**src/hdl/block_transfer_byte_ring_fifo_macros.svh**
```systemverilog
// Assertion macros for the block transfer byte ring FIFO.
`ifndef BLOCK_TRANSFER_BYTE_RING_FIFO_MACROS_SVH
`define BLOCK_TRANSFER_BYTE_RING_FIFO_MACROS_SVH

// Same-cycle implication, disabled while reset is asserted.
`define BFR_ASSERT_NOW(lbl, clk, rst_n, ante, cons, msg) \
    lbl: assert property (@(posedge clk) disable iff (!(rst_n)) (ante) |-> (cons)) \
        else $error(msg);

// Next-cycle implication, disabled while reset is asserted.
`define BFR_ASSERT_NEXT(lbl, clk, rst_n, ante, cons, msg) \
    lbl: assert property (@(posedge clk) disable iff (!(rst_n)) (ante) |=> (cons)) \
        else $error(msg);

`endif

```
**src/hdl/bfr_pkg.sv**
```systemverilog
// Shared types and constants for the block transfer byte ring FIFO.
`timescale 1ns / 1ps

package bfr_pkg;

    // Fixed field widths
    localparam int SW  = 9;   // ring size, fill level
    localparam int LW  = 7;   // block length
    localparam int BW  = 8;   // data byte
    localparam int KW  = 2;   // item kind
    localparam int STW = 2;   // result status

    // Item kinds
    localparam logic [KW-1:0] K_PUT  = 2'd0;
    localparam logic [KW-1:0] K_POP  = 2'd1;
    localparam logic [KW-1:0] K_PEEK = 2'd2;

    // Result status codes
    localparam logic [STW-1:0] ST_OK    = 2'd0;
    localparam logic [STW-1:0] ST_FULL  = 2'd1;
    localparam logic [STW-1:0] ST_EMPTY = 2'd2;

    // Sequencer states
    typedef enum logic [1:0] {
        S_IDLE = 2'b01,
        S_READ = 2'b10
    } t_state;

endpackage

```
**src/hdl/bfr_ring_mem.sv**
```systemverilog
// Byte ring storage: one write port, one registered read port.
`timescale 1ns / 1ps

module bfr_ring_mem
    import bfr_pkg::*;
#(
    parameter int CAP = 256,
    parameter int AW  = 8
) (
    input  logic          i_clk,
    input  logic          i_we,
    input  logic [AW-1:0] i_waddr,
    input  logic [BW-1:0] i_wdata,
    input  logic          i_re,
    input  logic [AW-1:0] i_raddr,
    output logic [BW-1:0] o_rdata
);

    logic [BW-1:0] r_mem [CAP];
    logic [BW-1:0] r_rdata;

    // Write port
    always_ff @(posedge i_clk) begin
        if (i_we) begin
            r_mem[i_waddr] <= i_wdata;
        end
    end

    // Read port, data held while not enabled
    always_ff @(posedge i_clk) begin
        if (i_re) begin
            r_rdata <= r_mem[i_raddr];
        end
    end

    assign o_rdata = r_rdata;

endmodule

```
**src/hdl/bfr_idx_step.sv**
```systemverilog
// Shared ring index stepper: increment with wrap at the configured size.
`timescale 1ns / 1ps

module bfr_idx_step
    import bfr_pkg::*;
#(
    parameter int AW = 8
) (
    input  logic [AW-1:0] i_idx,
    input  logic [SW-1:0] i_size,
    output logic [AW-1:0] o_next
);

    logic [SW-1:0] inc;

    // Wrap to zero once the incremented index reaches the ring size
    assign inc    = SW'(i_idx) + SW'(1);
    assign o_next = (inc >= i_size) ? '0 : inc[AW-1:0];

endmodule

```
**src/hdl/block_transfer_byte_ring_fifo.sv**
```systemverilog
// A put item's result (last byte only) is registered and appears in the cycle after the item is taken.
// Pop/peek: the request is checked first, then one byte is read per cycle while the output slot
// is free, set by the single read port of the ring store and the shared index stepper.
// A rejected pop/peek gives one empty result; an unknown kind gives none. Output stalls hold the sequencer.
// Reset (synchronous, active low): ring empty, no put block open, size = min(DEPTH, 256).
// The ring store is not cleared; only committed bytes are ever read.
`timescale 1ns / 1ps

module block_transfer_byte_ring_fifo
    import bfr_pkg::*;
#(
    parameter int DEPTH     = 256,
    parameter int MAX_BLOCK = 64
) (
    input  logic           i_clk,
    input  logic           i_rst_n,
    // input items
    input  logic           i_in_valid,
    output logic           o_in_ready,
    input  logic [KW-1:0]  i_kind,
    input  logic [LW-1:0]  i_block_length,
    input  logic [BW-1:0]  i_put_byte,
    // result items
    output logic           o_out_valid,
    input  logic           i_out_ready,
    output logic [BW-1:0]  o_out_byte,
    output logic           o_last,
    output logic [STW-1:0] o_status,
    output logic [SW-1:0]  o_fill_level,
    // configuration
    input  logic           i_cfg_valid,
    output logic           o_cfg_ready,
    input  logic [SW-1:0]  i_cfg_buffer_size
);

    `include "block_transfer_byte_ring_fifo_macros.svh"

    localparam int CAP = (DEPTH < 256) ? DEPTH : 256;
    localparam int AW  = $clog2(CAP);

    t_state         r_state,     n_state;
    logic [SW-1:0]  r_size,      n_size;
    logic [AW-1:0]  r_rd_idx,    n_rd_idx;
    logic [AW-1:0]  r_wr_idx,    n_wr_idx;
    logic [SW-1:0]  r_count,     n_count;
    logic [AW-1:0]  r_stage,     n_stage;
    logic [LW-1:0]  r_put_left,  n_put_left;
    logic           r_put_ok,    n_put_ok;
    logic [LW-1:0]  r_put_len,   n_put_len;
    logic [AW-1:0]  r_idx,       n_idx;
    logic [LW-1:0]  r_rd_left,   n_rd_left;
    logic           r_is_pop,    n_is_pop;
    logic           r_out_valid, n_out_valid;
    logic           r_out_last,  n_out_last;
    logic [STW-1:0] r_out_st,    n_out_st;
    logic [SW-1:0]  r_out_fill,  n_out_fill;
    logic           r_out_data,  n_out_data;

    logic           cfg_fire, in_fire, load_ok;
    logic [SW-1:0]  cfg_size;
    logic [LW-1:0]  len_c;
    logic           put_open, put_fits, blk_ok;
    logic [LW-1:0]  blk_len, left_n;
    logic [AW-1:0]  stage_cur;
    logic [AW-1:0]  step_in, step_out;
    logic [SW-1:0]  count_add;
    logic           mem_we, mem_re;
    logic [BW-1:0]  mem_rdata;

    // Handshakes
    assign load_ok     = !r_out_valid || i_out_ready;
    assign o_cfg_ready = (r_state == S_IDLE);
    assign o_in_ready  = (r_state == S_IDLE) && load_ok && !i_cfg_valid;
    assign cfg_fire    = i_cfg_valid && o_cfg_ready;
    assign in_fire     = i_in_valid && o_in_ready;

    // Configured size, clamped to 1..CAP
    always_comb begin
        cfg_size = i_cfg_buffer_size;
        if (i_cfg_buffer_size == '0) begin
            cfg_size = SW'(1);
        end else if (i_cfg_buffer_size > SW'(CAP)) begin
            cfg_size = SW'(CAP);
        end
    end

    // Requested length, clamped to 1..MAX_BLOCK
    always_comb begin
        len_c = i_block_length;
        if (i_block_length == '0) begin
            len_c = LW'(1);
        end else if (i_block_length > LW'(MAX_BLOCK)) begin
            len_c = LW'(MAX_BLOCK);
        end
    end

    // Put block bookkeeping: the opening byte decides length and acceptance
    assign put_open  = (r_put_left != '0);
    assign put_fits  = (SW'(len_c) <= (r_size - r_count));
    assign blk_len   = put_open ? r_put_len : len_c;
    assign blk_ok    = put_open ? r_put_ok : put_fits;
    assign stage_cur = put_open ? r_stage : r_wr_idx;
    assign left_n    = (put_open ? r_put_left : len_c) - LW'(1);
    assign count_add = r_count + SW'(blk_len);

    // One index stepper, shared by the staging and the read sequences
    assign step_in = (r_state == S_READ) ? r_idx : stage_cur;

    bfr_idx_step #(
        .AW (AW)
    ) u_step (
        .i_idx  (step_in),
        .i_size (r_size),
        .o_next (step_out)
    );

    bfr_ring_mem #(
        .CAP (CAP),
        .AW  (AW)
    ) u_mem (
        .i_clk   (i_clk),
        .i_we    (mem_we),
        .i_waddr (stage_cur),
        .i_wdata (i_put_byte),
        .i_re    (mem_re),
        .i_raddr (r_idx),
        .o_rdata (mem_rdata)
    );

    // Sequencer
    always_comb begin
        n_state     = r_state;
        n_size      = r_size;
        n_rd_idx    = r_rd_idx;
        n_wr_idx    = r_wr_idx;
        n_count     = r_count;
        n_stage     = r_stage;
        n_put_left  = r_put_left;
        n_put_ok    = r_put_ok;
        n_put_len   = r_put_len;
        n_idx       = r_idx;
        n_rd_left   = r_rd_left;
        n_is_pop    = r_is_pop;
        n_out_valid = r_out_valid;
        n_out_last  = r_out_last;
        n_out_st    = r_out_st;
        n_out_fill  = r_out_fill;
        n_out_data  = r_out_data;
        mem_we      = 1'b0;
        mem_re      = 1'b0;

        // result taken downstream
        if (r_out_valid && i_out_ready) begin
            n_out_valid = 1'b0;
        end

        case (r_state)
            S_IDLE: begin
                if (cfg_fire) begin
                    // new size empties the ring and drops any open block
                    n_size     = cfg_size;
                    n_rd_idx   = '0;
                    n_wr_idx   = '0;
                    n_count    = '0;
                    n_stage    = '0;
                    n_put_left = '0;
                    n_put_ok   = 1'b0;
                    n_put_len  = '0;
                end else if (in_fire) begin
                    if (i_kind == K_PUT) begin
                        // stage the byte; commit at the last byte of the block
                        n_put_len  = blk_len;
                        n_put_ok   = blk_ok;
                        n_put_left = left_n;
                        if (blk_ok) begin
                            mem_we  = 1'b1;
                            n_stage = step_out;
                        end
                        if (left_n == '0) begin
                            n_put_ok    = 1'b0;
                            n_out_valid = 1'b1;
                            n_out_last  = 1'b1;
                            n_out_data  = 1'b0;
                            if (blk_ok) begin
                                n_wr_idx   = step_out;
                                n_count    = count_add;
                                n_out_st   = ST_OK;
                                n_out_fill = count_add;
                            end else begin
                                n_out_st   = ST_FULL;
                                n_out_fill = r_count;
                            end
                        end
                    end else if (i_kind inside {K_POP, K_PEEK}) begin
                        if (SW'(len_c) > r_count) begin
                            // not enough bytes stored: one empty result
                            n_out_valid = 1'b1;
                            n_out_last  = 1'b1;
                            n_out_data  = 1'b0;
                            n_out_st    = ST_EMPTY;
                            n_out_fill  = r_count;
                        end else begin
                            n_is_pop  = (i_kind == K_POP);
                            n_idx     = r_rd_idx;
                            n_rd_left = len_c;
                            if (i_kind == K_POP) begin
                                n_count = r_count - SW'(len_c);
                            end
                            n_state = S_READ;
                        end
                    end
                end
            end
            S_READ: begin
                // one byte per cycle while the output slot frees up
                if (load_ok) begin
                    mem_re      = 1'b1;
                    n_out_valid = 1'b1;
                    n_out_last  = (r_rd_left == LW'(1));
                    n_out_data  = 1'b1;
                    n_out_st    = ST_OK;
                    n_out_fill  = r_count;
                    n_idx       = step_out;
                    n_rd_left   = r_rd_left - LW'(1);
                    if (r_rd_left == LW'(1)) begin
                        if (r_is_pop) begin
                            n_rd_idx = step_out;
                        end
                        n_state = S_IDLE;
                    end
                end
            end
            default: begin
                n_state = S_IDLE;
            end
        endcase
    end

    // Control registers
    always_ff @(posedge i_clk) begin
        if (!i_rst_n) begin
            r_state     <= S_IDLE;
            r_size      <= SW'(CAP);
            r_rd_idx    <= '0;
            r_wr_idx    <= '0;
            r_count     <= '0;
            r_stage     <= '0;
            r_put_left  <= '0;
            r_put_ok    <= 1'b0;
            r_put_len   <= '0;
            r_idx       <= '0;
            r_rd_left   <= '0;
            r_is_pop    <= 1'b0;
            r_out_valid <= 1'b0;
        end else begin
            r_state     <= n_state;
            r_size      <= n_size;
            r_rd_idx    <= n_rd_idx;
            r_wr_idx    <= n_wr_idx;
            r_count     <= n_count;
            r_stage     <= n_stage;
            r_put_left  <= n_put_left;
            r_put_ok    <= n_put_ok;
            r_put_len   <= n_put_len;
            r_idx       <= n_idx;
            r_rd_left   <= n_rd_left;
            r_is_pop    <= n_is_pop;
            r_out_valid <= n_out_valid;
        end
    end

    // Result payload
    always_ff @(posedge i_clk) begin
        r_out_last <= n_out_last;
        r_out_st   <= n_out_st;
        r_out_fill <= n_out_fill;
        r_out_data <= n_out_data;
    end

    assign o_out_valid  = r_out_valid;
    assign o_out_byte   = r_out_data ? mem_rdata : '0;
    assign o_last       = r_out_last;
    assign o_status     = r_out_st;
    assign o_fill_level = r_out_fill;

    // Checks
    `BFR_ASSERT_NOW(a_count_in_size, i_clk, i_rst_n, 1'b1, r_count <= r_size, "fill above ring size")
    `BFR_ASSERT_NOW(a_read_idx_range, i_clk, i_rst_n, r_state == S_READ, SW'(r_idx) < r_size, "read index outside ring")
    `BFR_ASSERT_NOW(a_status_last, i_clk, i_rst_n, o_out_valid && o_status != ST_OK, o_last && o_out_byte == '0, "status result not a lone last item")
    `BFR_ASSERT_NEXT(a_read_no_accept, i_clk, i_rst_n, in_fire && n_state == S_READ, !o_in_ready, "item taken during a read sequence")

endmodule
```
**config.mk**
```make
export PLATFORM = sky130hd
export DESIGN_NAME = block_transfer_byte_ring_fifo
export DESIGN_NICKNAME = d
export VERILOG_FILES = /design/src/hdl/bfr_pkg.sv /design/src/hdl/bfr_ring_mem.sv /design/src/hdl/bfr_idx_step.sv /design/src/hdl/block_transfer_byte_ring_fifo.sv
export VERILOG_INCLUDE_DIRS = /design/src /design/src/hdl
export SDC_FILE = /design/constraint.sdc
export NUM_CORES = 2
export LEC_CHECK = 0
export ABC_CLOCK_PERIOD_IN_PS = 4000
export BUFFER_PORTS_ARGS = -buffer_cell sky130_fd_sc_hd__buf_2
export CORE_MARGIN = 4
export CORE_UTILIZATION = 56
export DETAILED_ROUTE_END_ITERATION = 10
export PLACE_DENSITY = 0.82
export SYNTH_ARGS = -nofsm -noshare
export SYNTH_HDL_FRONTEND = slang
export SYNTH_SLANG_ARGS = --single-unit
```
**constraint.sdc**
```tcl
create_clock -name i_clk -period 4 [get_ports i_clk]
set_input_delay 0.4 -clock i_clk [delete_from_list [all_inputs] [get_ports i_clk]]
set_output_delay 0.4 -clock i_clk [all_outputs]
set_load 0.05 [all_outputs]
```
==> Word level (Yosys, flattened, before mapping) <==
Memories as Yosys holds them, arrays and structs flattened. A register that Yosys moved wholly into a read port is not among the register bits.
Cells that the tools add are included.
{ "classes": {"add_sub_neg": 6, "n_lt_le_gt_ge": 5, "n_eq_ne": 19, "n_mux": 114, "n_bitwise": 3, "n_reduce_logical": 31} }
{ "op_table": {"columns": ["operator", "count"], "rows": [
  ["$mux 8", 22],
  ["$mux 9", 16],
  ["$mux 7", 16],
  ["$mux 1", 37],
  ["$pmux 8 s2", 2],
  ["$mux 2", 14],
  ["$reduce_and 7->1", 3],
  ["$pmux 9 s2", 1],
  ["$logic_not 7->1", 2],
  ["$pmux 7 s2", 1],
  ["$sub 7x1->7 const B", 2],
  ["$reduce_and 6->1", 2],
  ["$reduce_bool 2->1", 6],
  ["$ne 2x2->1 const B", 5],
  ["$reduce_and 5->1", 2],
  ["$add 8x1->9 const B", 1],
  ["$add 9x7->9", 1],
  ["$ge 9x9->1", 1],
  ["$gt 7x9->1", 1],
  ["$gt 9x9->1 const B", 1],
  ["$le 7x9->1", 1],
  ["$logic_not 9->1", 1],
  ["$sub 9x7->9", 1],
  ["$sub 9x9->9", 1],
  ["other kinds (20)", 38]
]} }
{ "totals": {"reg_bits": 89, "ram_bits": 2048, "out_inout_bits": 23, "mem_count": 1} }
{ "mem_list": {"columns": ["name", "words", "word_bits", "read_ports", "rd_ports_with_merged_regs", "wr", "line_no", "text"], "rows": [
  ["u_mem.r_mem", 256, 8, 1, 1, 1, "bfr_ring_mem.sv:19", "logic [BW-1:0] r_mem [CAP];"]
]} }

==> Depth between registers and ports, before layout <==
{ "logic_depth": {"depth_word": 12, "mapped_depth": 20, "ltp_nobuf": 19} }

==> Modules after synthesis <==
A second synthesis with hierarchy kept.
{ "hier_totals": {"cells_unflattened": 4488, "area_unflattened_um2": 85839.8} }
{ "by_module_without_submodules": {"columns": ["module", "instances", "cells_per_inst", "area_per_inst_um2", "seq_area_each_um2"], "rows": [
  ["bfr_ring_mem", 1, 3733, 79636.4, 61739.2],
  ["block_transfer_byte_ring_fifo", 1, 696, 5789.3, 1911.8],
  ["bfr_idx_step", 1, 59, 414.1, 0.0]
]} }

==> Worst setup path after synthesis <==
Ideal clock, no wire load.
{ "synth_path": {"kind": "register -> register", "from": "reg r_state[0]", "to": "reg r_wr_idx[3]", "setup_time_ns": 0.059, "t_arrival_ns": 4.352, "slack_ns": -0.411, "stages_incl_launch_ff": 20, "path_buffers": 3, "period_less_slack_ns": 4.411, "cell_sequence": "dfxtp_1 -> inv_1 -> ha_1 -> clkbuf_1 -> o311ai_1 -> ha_1 -> o311ai_1 -> or3_1 -> a21oi_1 -> a21oi_1 -> ha_1 -> a21oi_1 -> and3_1 -> o21ai_0 -> a31oi_1 -> and2_1 -> buf_1 -> nor2b_1 -> clkbuf_1 -> a22o_1"} }
{ "synth_via": {"elab_chain_len": 10, "elab_cells_between_ends": 20, "classes_between": "add/sub: 1; order compare: 1; eq/ne: 2; mux: 7; reduce/logical: 9"} }
{ "synth_rtl": {"columns": ["item", "line_no", "text"], "rows": [
  ["start, declared", "block_transfer_byte_ring_fifo.sv:41", "t_state r_state, n_state;"],
  ["start signal, assigned", "block_transfer_byte_ring_fifo.sv:256", "r_state <= n_state;"],
  ["$eq 2x2->1", "block_transfer_byte_ring_fifo.sv:107", "assign step_in = (r_state == S_READ) ? r_idx : stage_cur;"],
  ["$mux 8", "block_transfer_byte_ring_fifo.sv:107", null],
  ["$add 8x1->9", "bfr_idx_step.sv:17", "assign inc = SW'(i_idx) + SW'(1);"],
  ["$ge 9x9->1", "bfr_idx_step.sv:18", "assign o_next = (inc >= i_size) ? '0 : inc[AW-1:0];"],
  ["$mux 8", "bfr_idx_step.sv:18", null],
  ["$mux 8", "block_transfer_byte_ring_fifo.sv:184", "if (blk_ok) begin"],
  ["$mux 8", "block_transfer_byte_ring_fifo.sv:179", "if (left_n == '0) begin"],
  ["$mux 8", "block_transfer_byte_ring_fifo.sv:170", "if (i_kind == K_PUT) begin"],
  ["$mux 8", "block_transfer_byte_ring_fifo.sv:169", "end else if (in_fire) begin"],
  ["$mux 8", "block_transfer_byte_ring_fifo.sv:159", "if (cfg_fire) begin"],
  ["end signal, assigned", "block_transfer_byte_ring_fifo.sv:259", "r_wr_idx <= n_wr_idx;"],
  ["end, declared", "block_transfer_byte_ring_fifo.sv:44", "logic [AW-1:0] r_wr_idx, n_wr_idx;"]
]} }
Several ways; a longest one is shown, not always the timed one. The select of a mux whose other input is x is not followed.
A chain may end at the register's enable or synchronous reset.

==> Final worst setup path <==
{ "layout_path": {"from": "reg r_size[0]", "to": "mem u_mem.r_mem[172][3] (enable)"} }
{ "layout_via": {"elab_chain_len": 10} }
{ "layout_rtl": {"columns": ["item", "line_no", "text"], "rows": [
  ["start, declared", "block_transfer_byte_ring_fifo.sv:42", "logic [SW-1:0] r_size, n_size;"],
  ["start signal, assigned", "block_transfer_byte_ring_fifo.sv:243", "r_size <= SW'(CAP);"],
  ["start signal, assigned", "block_transfer_byte_ring_fifo.sv:257", "r_size <= n_size;"],
  ["$sub 9x9->9", "block_transfer_byte_ring_fifo.sv:99", "assign put_fits = (SW'(len_c) <= (r_size - r_count));"],
  ["$le 7x9->1", "block_transfer_byte_ring_fifo.sv:99", null],
  ["$mux 1", "block_transfer_byte_ring_fifo.sv:101", "assign blk_ok = put_open ? r_put_ok : put_fits;"],
  ["$mux 1", "block_transfer_byte_ring_fifo.sv:175", "if (blk_ok) begin"],
  ["$mux 1", "block_transfer_byte_ring_fifo.sv:170", null],
  ["$mux 1", "block_transfer_byte_ring_fifo.sv:169", null],
  ["$mux 1", "block_transfer_byte_ring_fifo.sv:159", null],
  ["$mux 1", "block_transfer_byte_ring_fifo.sv:157", "case (r_state)"],
  ["$mux 1", "bfr_ring_mem.sv:24", "if (i_we) begin"],
  ["$mux 1 (not written as such)", "bfr_ring_mem.sv:25", "r_mem[i_waddr] <= i_wdata;"],
  ["end, declared", "bfr_ring_mem.sv:19", null]
]} }
No other way between the ends.

==> metrics.md <==
| Metric | Value |
|---|---|
| Drt total wl | roughly 240000 um |
| Worst Setup Path Type | reg -> reg |
| Slew margin rel. | between 20 and 25% |
| Reg2Reg Launch Point | r_size[0] |
| Antenna violations before repair | 3 |
| Most common cell after layout, fill and taps aside | edfxtp_1 |
| P&R area growth vs syn | 16.84% |
| Min Tclk post-route | between 4 and 5 ns |
| Syn Inst Count | 4126 |
| Cell variety after synth | 89 |
| Synthesized area | 85540 um2 |
| Worst Hold Class | in -> reg |
| Reg area | between 60000 and 70000 um2 |
| FMAX | 225.9 MHz |
| Mapped Nets | 4205 |
| Die Y | about 400 um |
| Ratio of cells with drive above 1 in the final layout | between 30% and 40% |
| DR iter-0 viols | 7829 |
| Fin. max-slew vios | 0 |
| Main combinational cell family by area after synthesis | multiplexers |
| XOR/XNOR share of the synthesized area | 0.2823% |
| Leakage | slightly above 30 nW |
| HPWL after detailed placement | 129500 um |
| Worst setup SP type | flop |
| Ys flop type | edfxtp_1 |
| Design area | 99950 um2 |
| Seq/Total Area, Yosys | 74.41% |
| Placed cell area | 91330 um2 |
| DP Cell Count | 6282 |
| Via Count | 47340 |
| Crit end category | flop |
| CTS sink count | 2145 |
| Largest net degree at the start of global routing | roughly 130 |
| Post-synthesis simple-gate area fraction | approximately 3.4% |
| Final Hold Viols | 0 |
| Yosys Warn Count | 0 |
| Die ar. | about 160000 um2 |
| Root Driver | clkbuf_16 |
| HP Start | i_cfg_buffer_size[0] |
| Clock latency on the worst-skew pair | 0.85 ns |
| Die Wd | between 300 and 400 um |
| Starting density of the core | 56.31% |
| DRC | 0 |
| Fillers | approximately 8800 |
| Final Skew | 0.04107 ns |
| Failing checks | negative setup slack |
| IO Pins | 54 |
| Crit path launch | r_size[0] |
| CP Max Fanout | 8 |
| Vias in the first global route | 47260 |
| Gr ovfl total | 0 |
| Final cell count without fillers | just under 7000 |
| Fin crit share | 110.7% |
| Mux cell area share after synthesis | 17.16% |
| CP max stage cell | nor4_2 |
| Max IR drop VDD | 0.5403 mV |
| Post-synth EDFFs | about 2100 |
| Pwr dens | 500.7 nW/um2 |
| Crit-path cells | inv_2 -> ha_4 -> inv_2 -> fa_2 -> a21o_1 -> o2bb2ai_2 -> nor2_2 -> xor2_1 -> ha_1 -> nand4b_1 -> a211oi_2 -> nor4_2 -> o211a_4 -> a2111oi_4 -> nor2_4 -> clkbuf_16 -> nand3_4 -> buf_12 -> buf_12 -> buf_6 -> nor2_4 |
| Slew @ Worst Pin | 1.192 ns |
| Most frequent cells in the layout | edfxtp_1, mux4_2, buf_4, clkbuf_16, nor2_4 |
| Port Buf Inserts | 53 |
| Synth Area in Compound Gates | 2.694% |
| Total CTS buffers | 195 |
| Clock Path Buffers | 3 |
| Post-Synth Adder-Cell Area | less than 1% |
| Reg clk slew, reported paths | 0.06 ns |
| CTS tree | built |
| Multi-input logic area | 22340 um2 |
| #FFs+latches synth | between 2000 and 2500 |
| Max cap viols | 0 |
| CP required | ~4.5 ns |
| H-tree levels | 4 |
| Core box area | ~150000 um2 |
| Global Route Usage Sum | between 30% and 40% |
| GP Congestion | 0.9050 |
| Row count | 143 |
| DR WL/cell | approximately 36 um |
| Post-route setup slack | -0.4276 ns |
| First-pass DRT Iterations | 6 |
| CP Data Arrival Time | 4.94 ns |
| First-pass GRT wire length | roughly 350000 um |
| DR vias/cell | between 7 and 8 |
| Final setup fails | 2074 |
| Status | finished, violations left |
| Synth Area per Inst | 20.73 um2 |
| Crit path largest cell delay | between 0.3 and 0.4 ns |
| Antenna-violating nets left | 0 |
| RSZ-0062 raised after global routing | true |
| Synth async-reset ratio | 0% |
| Nets | ~4600 |
-- through the flow --
stage               worst slack [ns]  hold WS, ns  total power [W]  setup TNS [ns]  utilization, %
detailed placement           -0.4745       0.4563          0.03091         -525.12           60.12
finish                       -0.4276      0.08031          0.05005         -606.41           65.80
floorplan                    -0.1453       0.4313          0.02865          -89.57               -
CTS                          -0.2779      0.01743          0.04979         -331.81           65.43
global route                 -0.5211      0.06664          0.05135         -825.90           65.79
global placement             -0.4309       0.4396          0.03079         -508.15           60.12
-- registers in the layout (all words and copies together) (netlist names), 2 cells and up --
register and cells:
u_mem.r_mem 2048, o_fill_level 9, r_rd_idx 8, r_state 2
o_status 2, r_rd_left 7, r_stage 8, r_put_left 7
u_mem.o_rdata 8, r_put_len 7, r_count 9, r_size 9
r_wr_idx 8, r_idx 8
-- power breakdown --
| group | internal, W | switching (W) |
|---|---|---|
| Sequential | 0.0247 | 0.0000750 |
| Combinational | 0.00257 | 0.00365 |
| Clock | 0.0103 | 0.00881 |
-- area by class of cell --
cell class	count	share of cell area (%)
Sequential cell	2145	63.70
Multi-Input combinational cell	1695	22.35
Clock buffer	224	5.001
Timing Repair Buffer	448	4.821
Tap cell	2030	2.541
Clock inverter	134	1.385
Inverter	51	0.1915
Antenna cell	2	0.005007
-- cells in the mapped netlist, types with 16 or more instances --
cell type | number | share of area, %
mux2i_1 | 16 | 0.19
clkbuf_1 | 138 | 0.61
nand3_1 | 28 | 0.16
dfxtp_1 | 76 | 1.8
a221oi_1 | 21 | 0.22
nor3_1 | 17 | 0.099
a22o_1 | 23 | 0.24
inv_1 | 50 | 0.22
a22oi_1 | 46 | 0.40
a21oi_1 | 69 | 0.40
o21ai_0 | 45 | 0.26
buf_1 | 60 | 0.26
mux4_2 | 640 | 17
ha_1 | 45 | 0.66
nor2_1 | 347 | 1.5
xnor2_1 | 19 | 0.19
nand2_1 | 109 | 0.48
buf_2 | 21 | 0.12
edfxtp_1 | 2069 | 73
-- worst max-delay path, delay by kind of cell, from the launching register on --
family | cells | cell delay, ns
xor gates and xnor gates | 1 | 0.17
adders and majority gates | 3 | 0.75
buffers and inverters | 6 | 0.83
and+or+nand+nor | 6 | 1.28
AOI/OAI and AO/OA | 5 | 0.73
DFF | 1 | 0.33
-- routing by layer --
metal  track usage [%]  share of wire, %
met2             48.72                49
met1             40.03                33
met3             6.254                11
met5           0.06158            0.0046
met4             16.18               6.7
-- cell families after synthesis --
| logic type | after synthesis |
|---|---|
| flops | 2145 |
| mux | 665 |
| compound gates | 327 |
| xor+xnor | 26 |
| buf+inv | 286 |
| fa+ha+maj | 49 |
| simple gates | 628 |
-- final timing paths --
check                                           end  slack (ns)  cells past startpoint
worst max-delay path            u_mem.r_mem[172][3]       -0.43                     21
worst min-delay path                      r_size[0]        0.08                      5
worst max register to register  u_mem.r_mem[172][3]       -0.43                     21
worst min register to register           r_stage[7]        0.47                      2
-- what timing repair did --
item,CTS,global route
pin swaps,65,42
hold buffers,19,0
endpoints found under the hold margin,12,0
buffers inserted,39,33
gates resized for setup,236,65
gates cloned,2,2
endpoints found under the setup margin,2055,2093
Power figures use the tool's default switching activity.
